## src/rtl/core/qmr_pkg.sv

```systemverilog
// ----------------------------------------------------------------------------
// Quaternion multiply/rotate package
// Shared constants, mode codes and stage enable struct.
// ----------------------------------------------------------------------------
package qmr_pkg;

  localparam int DEF_FRAC_BITS  = 13;
  localparam int DEF_COMP_WIDTH = 16;

  localparam int NUM_COMP   = 4;
  localparam int NUM_AXES   = 3;
  localparam int NUM_COEF   = 9;
  localparam int NUM_STAGES = 5;

  // component order: x, y, z, w
  localparam int QX = 0;
  localparam int QY = 1;
  localparam int QZ = 2;
  localparam int QW = 3;

  typedef enum logic {
    MODE_PRODUCT = 1'b0,
    MODE_ROTATE  = 1'b1
  } mode_t;

  typedef struct packed {
    logic en_first;
    logic en_second;
  } stage_en_t;

  // index into the 4x4 product array
  function automatic int ix(input int i, input int j);
    return i * NUM_COMP + j;
  endfunction

endpackage

```

## src/rtl/core/qmr_rnd_sat.sv

```systemverilog
// ----------------------------------------------------------------------------
// Round and saturate
// Round half up by FRAC_BITS, then clip to signed COMP_WIDTH.
// ----------------------------------------------------------------------------
module qmr_rnd_sat #(
  parameter int IN_W       = 34,
  parameter int FRAC_BITS  = 13,
  parameter int COMP_WIDTH = 16
) (
  input  logic signed [IN_W-1:0]       value,
  output logic signed [COMP_WIDTH-1:0] result,
  output logic                         clipped
);

  localparam logic signed [IN_W:0] HALF = (IN_W + 1)'(1) << (FRAC_BITS - 1);
  localparam logic signed [IN_W:0] MAXV =
    {{(IN_W + 2 - COMP_WIDTH){1'b0}}, {(COMP_WIDTH - 1){1'b1}}};
  localparam logic signed [IN_W:0] MINV = ~MAXV;

  logic signed [IN_W:0] biased;
  logic signed [IN_W:0] shifted;

  assign biased  = $signed({value[IN_W-1], value}) + HALF;
  assign shifted = biased >>> FRAC_BITS;

  always_comb begin
    priority if (shifted > MAXV) begin
      result  = {1'b0, {(COMP_WIDTH - 1){1'b1}}};
      clipped = 1'b1;
    end else if (shifted < MINV) begin
      result  = {1'b1, {(COMP_WIDTH - 1){1'b0}}};
      clipped = 1'b1;
    end else begin
      result  = shifted[COMP_WIDTH-1:0];
      clipped = 1'b0;
    end
  end

endmodule

```

## src/rtl/core/qmr_mix_stage.sv

```systemverilog
// ----------------------------------------------------------------------------
// Sum and round stages
// Exact sums of products (Hamilton terms or matrix coefficients), then
// round/saturate to the component format.
// ----------------------------------------------------------------------------
module qmr_mix_stage import qmr_pkg::*; #(
  parameter int FRAC_BITS  = DEF_FRAC_BITS,
  parameter int COMP_WIDTH = DEF_COMP_WIDTH
) (
  input  logic                           clk,
  input  stage_en_t                      en,
  input  mode_t                          mode,
  input  logic signed [2*COMP_WIDTH-1:0] prod [NUM_COMP*NUM_COMP],
  output logic signed [COMP_WIDTH-1:0]   coef [NUM_COEF],
  output logic                           clipped
);

  localparam int PW    = 2 * COMP_WIDTH;
  localparam int SUM_W = ((PW > 2 * FRAC_BITS + 1) ? PW : 2 * FRAC_BITS + 1) + 3;
  localparam logic signed [SUM_W-1:0] ONE = SUM_W'(1) << (2 * FRAC_BITS);

  logic signed [SUM_W-1:0]      p [NUM_COMP*NUM_COMP];
  logic signed [SUM_W-1:0]      sum_next [NUM_COEF];
  logic signed [SUM_W-1:0]      sum [NUM_COEF];
  logic signed [COMP_WIDTH-1:0] rnd [NUM_COEF];
  logic [NUM_COEF-1:0]          clip;

  always_comb begin
    for (int k = 0; k < NUM_COMP * NUM_COMP; k++) begin
      p[k] = SUM_W'(prod[k]);
    end
  end

  always_comb begin
    for (int k = 0; k < NUM_COEF; k++) begin
      sum_next[k] = '0;
    end
    if (mode == MODE_ROTATE) begin
      sum_next[0] = ONE - ((p[ix(QY, QY)] + p[ix(QZ, QZ)]) <<< 1);
      sum_next[1] = (p[ix(QX, QY)] - p[ix(QZ, QW)]) <<< 1;
      sum_next[2] = (p[ix(QX, QZ)] + p[ix(QY, QW)]) <<< 1;
      sum_next[3] = (p[ix(QX, QY)] + p[ix(QZ, QW)]) <<< 1;
      sum_next[4] = ONE - ((p[ix(QX, QX)] + p[ix(QZ, QZ)]) <<< 1);
      sum_next[5] = (p[ix(QY, QZ)] - p[ix(QX, QW)]) <<< 1;
      sum_next[6] = (p[ix(QX, QZ)] - p[ix(QY, QW)]) <<< 1;
      sum_next[7] = (p[ix(QY, QZ)] + p[ix(QX, QW)]) <<< 1;
      sum_next[8] = ONE - ((p[ix(QX, QX)] + p[ix(QY, QY)]) <<< 1);
    end else begin
      sum_next[QX] = p[ix(QY, QZ)] - p[ix(QZ, QY)] + p[ix(QX, QW)] + p[ix(QW, QX)];
      sum_next[QY] = p[ix(QZ, QX)] - p[ix(QX, QZ)] + p[ix(QY, QW)] + p[ix(QW, QY)];
      sum_next[QZ] = p[ix(QX, QY)] - p[ix(QY, QX)] + p[ix(QZ, QW)] + p[ix(QW, QZ)];
      sum_next[QW] = p[ix(QW, QW)] - p[ix(QX, QX)] - p[ix(QY, QY)] - p[ix(QZ, QZ)];
    end
  end

  always_ff @(posedge clk) begin
    if (en.en_first) begin
      sum <= sum_next;
    end
  end

  for (genvar k = 0; k < NUM_COEF; k++) begin : g_rnd
    qmr_rnd_sat #(
      .IN_W       (SUM_W),
      .FRAC_BITS  (FRAC_BITS),
      .COMP_WIDTH (COMP_WIDTH)
    ) u_rnd (
      .value   (sum[k]),
      .result  (rnd[k]),
      .clipped (clip[k])
    );
  end

  always_ff @(posedge clk) begin
    if (en.en_second) begin
      coef    <= rnd;
      clipped <= |clip;
    end
  end

endmodule

```

## config.mk

```make
export PLATFORM = sky130hd
export DESIGN_NAME = qmr_mix_stage
export DESIGN_NICKNAME = d
export VERILOG_FILES = /design/src/rtl/core/qmr_pkg.sv /design/src/rtl/core/qmr_rnd_sat.sv /design/src/rtl/core/qmr_mix_stage.sv
export SDC_FILE = /design/constraint.sdc
export NUM_CORES = 2
export LEC_CHECK = 0
export BUFFER_PORTS_ARGS = -buffer_cell sky130_fd_sc_hd__buf_2
export CAP_MARGIN = 20
export CORE_MARGIN = 1
export CORE_UTILIZATION = 61
export DETAILED_ROUTE_END_ITERATION = 7
export GPL_TIMING_DRIVEN = 1
export HOLD_SLACK_MARGIN = 0.02
export PLACE_DENSITY = 0.83
export SYNTH_ARGS = -nofsm -noshare
export SYNTH_HDL_FRONTEND = slang
export SYNTH_HIERARCHICAL = 1
export SYNTH_SLANG_ARGS = --single-unit
export TNS_END_PERCENT = 1
```

## constraint.sdc

```tcl
create_clock -name clk -period 5.25 [get_ports clk]
set_input_delay 0.2625 -clock clk [delete_from_list [all_inputs] [get_ports clk]]
set_output_delay 0.2625 -clock clk [all_outputs]
set_load 0.05 [all_outputs]
```

==> flow_metrics.py <==
metrics = {
    "run_status": {
        "status": "finished clean",
    },
    "clock_network": {
        "clockRootBuffer": "clkbuf_16",
        "cts_hold_buf": 0,
        "cts_max_path_buffers": 3,
        "path_clk_slew_ns": 0.06,
        "htreeDepth": 2,
        "cts_sinks": 349,
        "post_cts_buffers": 0,
        "ctsResizeCount": 0,
        "clk_latency_ns": 0.60,
        "tritoncts": "yes",
        "numCtsBuffers": 43,
    },
    "placed_design": {
        "gp_congestion": 1.05,
        "place_area_sq_um": 51500,
        "dp.cells": 7036,
        "io_buffers": 660,
        "hpwl_um": 126000,
    },
    "timing": {
        "hold_viol": 0,
        "min_period_ns": 4.59,
        "rsz0062_at_grt": "no",
        "clock.fmax_mhz": 218,
        "setup_viol": 0,
        "max_slew_margin": 0.365,
        "tightest_slew_ns": 0.949,
        "final-max-slew-violation-count": 0,
        "period_share": 0.875,
        "tns_ns": 0,
        "finalClockSkew_ns": 0.0329,
    },
    "critical_path": {
        "max_stage_delay_ns": 0.54,
        "cp.required_ns": 5.60,
        "r2r_cells": 9,
        "critPathMaxFanout": 4,
        "timing.critical_path.mode_cell": "fa_1",
        "crit_arrival_ns": 4.94,
        "end_kind": "flop",
        "cp_cell_sequence": "buf_2 > fa_1 > inv_1 > fa_1 > inv_1 > ha_1 > fa_1 > a21o_1 > nand4_1 > nand3_1 > a31oi_1 > buf_4 > o21ai_0 > a221o_1 > o31a_1 > o31ai_1 > a21oi_1 > a31o_2 > xor2_1 > mux2_2",
        "worstSetupStartpointType": "input port",
        "cp_slowest_cell": "fa_1",
        "critPathKind": "input port to flop",
    },
    "run": {
        "cap_violations": 0,
    },
    "global_route": {
        "grt_pass1_vias": 41670,
        "grt_util_met2": 0.616,
        "met3_usage": 0.0709,
        "antenna_found_initial": 54,
        "grtUsageTotal": 0.376,
        "grt.busiest_layer": "met2",
        "grt_pass1_wl_um": 230000,
        "globalRouteOverflowTotal": 0,
        "grt_max_degree": 142,
        "grtUsageMet1": 0.473,
    },
    "final_layout": {
        "stdcell_count": 7149,
        "finish.utilization": 0.696,
        "area_growth_pct": 12.1,
        "drive_gt1_frac": 0.160,
        "final_nets": 7302,
        "fin_area_sq_um": 53200,
    },
    "routing": {
        "vias": 43102,
        "drt.antenna.violating_nets": 0,
        "drc": 0,
        "dr.pass1.iters": 7,
        "viasPerCell": 6.03,
        "routed_wl_um": 151000,
        "drtIter0Drc": 3628,
        "wl_per_cell_um": 21.1,
    },
    "floorplanning": {
        "start_util": 0.621,
        "core_area_sq_um": 76500,
        "die_h_um": 281,
        "num_rows": 101,
        "die_w_um": 281,
        "dieArea_sq_um": 78900,
        "io_pins": 661,
    },
    "synth": {
        "synthesis.nets": 6728,
        "avgSynthCellArea_sq_um": 8.67,
        "yosys_warnings": 6,
        "syn_area_sq_um": 47500,
        "syn_inst": 5477,
    },
    "pwr": {
        "leakagePower_uw": 0.0250,
        "vdd_drop_max_mv": 0.274,
        "power.density_nw_per_um2": 308,
        "power_uw": 16400,
    },
    "min_path": {
        "min_path_cells": 1,
        "hp-class": "input port to flop",
    },
}
==> routing by layer <==
metal | up-vias | wire [um]
li1 | 20206 | -
met1 | 20567 | 59800
met2 | 1857 | 69500
met3 | 430 | 12900
met4 | 42 | 8200
met5 | - | 269
==> layout make-up <==
type,instances,area [sq um]
well taps,1030,1290
clock buffers,47,1090
diodes,34,85.1
inverters,916,3440
flip-flops and latches,349,10500
repair buffers,674,3450
fillers,6211,23200
multi-input cells,4067,32900
clock inverters,32,500
==> placed cells by master (no fill, tap or decap), types with 28 or more instances in the layout <==
cell         n
inv_1      914
buf_2      657
ha_1       466
nor2_1     384
a21oi_1    366
edfxtp_1   349
nand2_1    295
fa_1       269
xnor2_1    267
o21ai_0    208
xor2_1     169
a21o_1     146
nand3_1    118
nor3_1     102
and3_1      98
o21ai_1     81
nor4_1      75
o21bai_1    65
nand2b_1    63
a31oi_1     62
nor2b_1     51
o21a_1      49
and4_1      45
a211oi_1    44
clkbuf_16   43
nor3_2      39
nand4_1     37
diode_2     34
o31ai_1     29
nand3b_1    29
or3_1       29
o211ai_1    28
==> power by group <==
| group | leakage (uW) | internal, uW | total [uW] | switching (uW) |
|---|---|---|---|---|
| Clock | 0.000748 | 2060 | 3340 | 1280 |
| Combinational | 0.0208 | 3240 | 8760 | 5520 |
| Sequential | 0.00339 | 3780 | 4310 | 529 |
| Total | 0.0250 | 9080 | 16400 | 7330 |
==> metrics by stage <==
stage | setup WS, ns | hold slack [ns]
5_1_grt | 0.430 | 0.220
6_report | 0.657 | 0.200
2_1_floorplan | 0.703 | 0.375
3_3_place_gp | 0.269 | 0.655
3_5_place_dp | 0.176 | 0.660
4_1_cts | 0.754 | 0.202
==> worst paths after layout <==
| kind | from | end | slack, ns |
|---|---|---|---|
| max reg2reg | sum[13] | clipped | 2.14 |
| max | prod[97] | sum[309] | 0.66 |
| min reg2reg | sum[27] | coef[14] | 0.69 |
| min | en[0] | coef[32] | 0.20 |
==> registers in the layout (all words and copies together) (netlist names) <==
| register | count |
|---|---|
| coef | 144 |
| sum | 204 |
| clipped | 1 |
==> worst max-delay path: cells and delay by family <==
kind,cells,cell delay (ns)
adders and majority gates,4,1.62
muxes,1,0.27
xor gates and xnor gates,1,0.13
AOI/OAI and AO/OA,8,2.10
buffers and inverters,4,0.37
and+or+nand+nor,2,0.19
No activity file was read; power rests on OpenSTA's default activity.
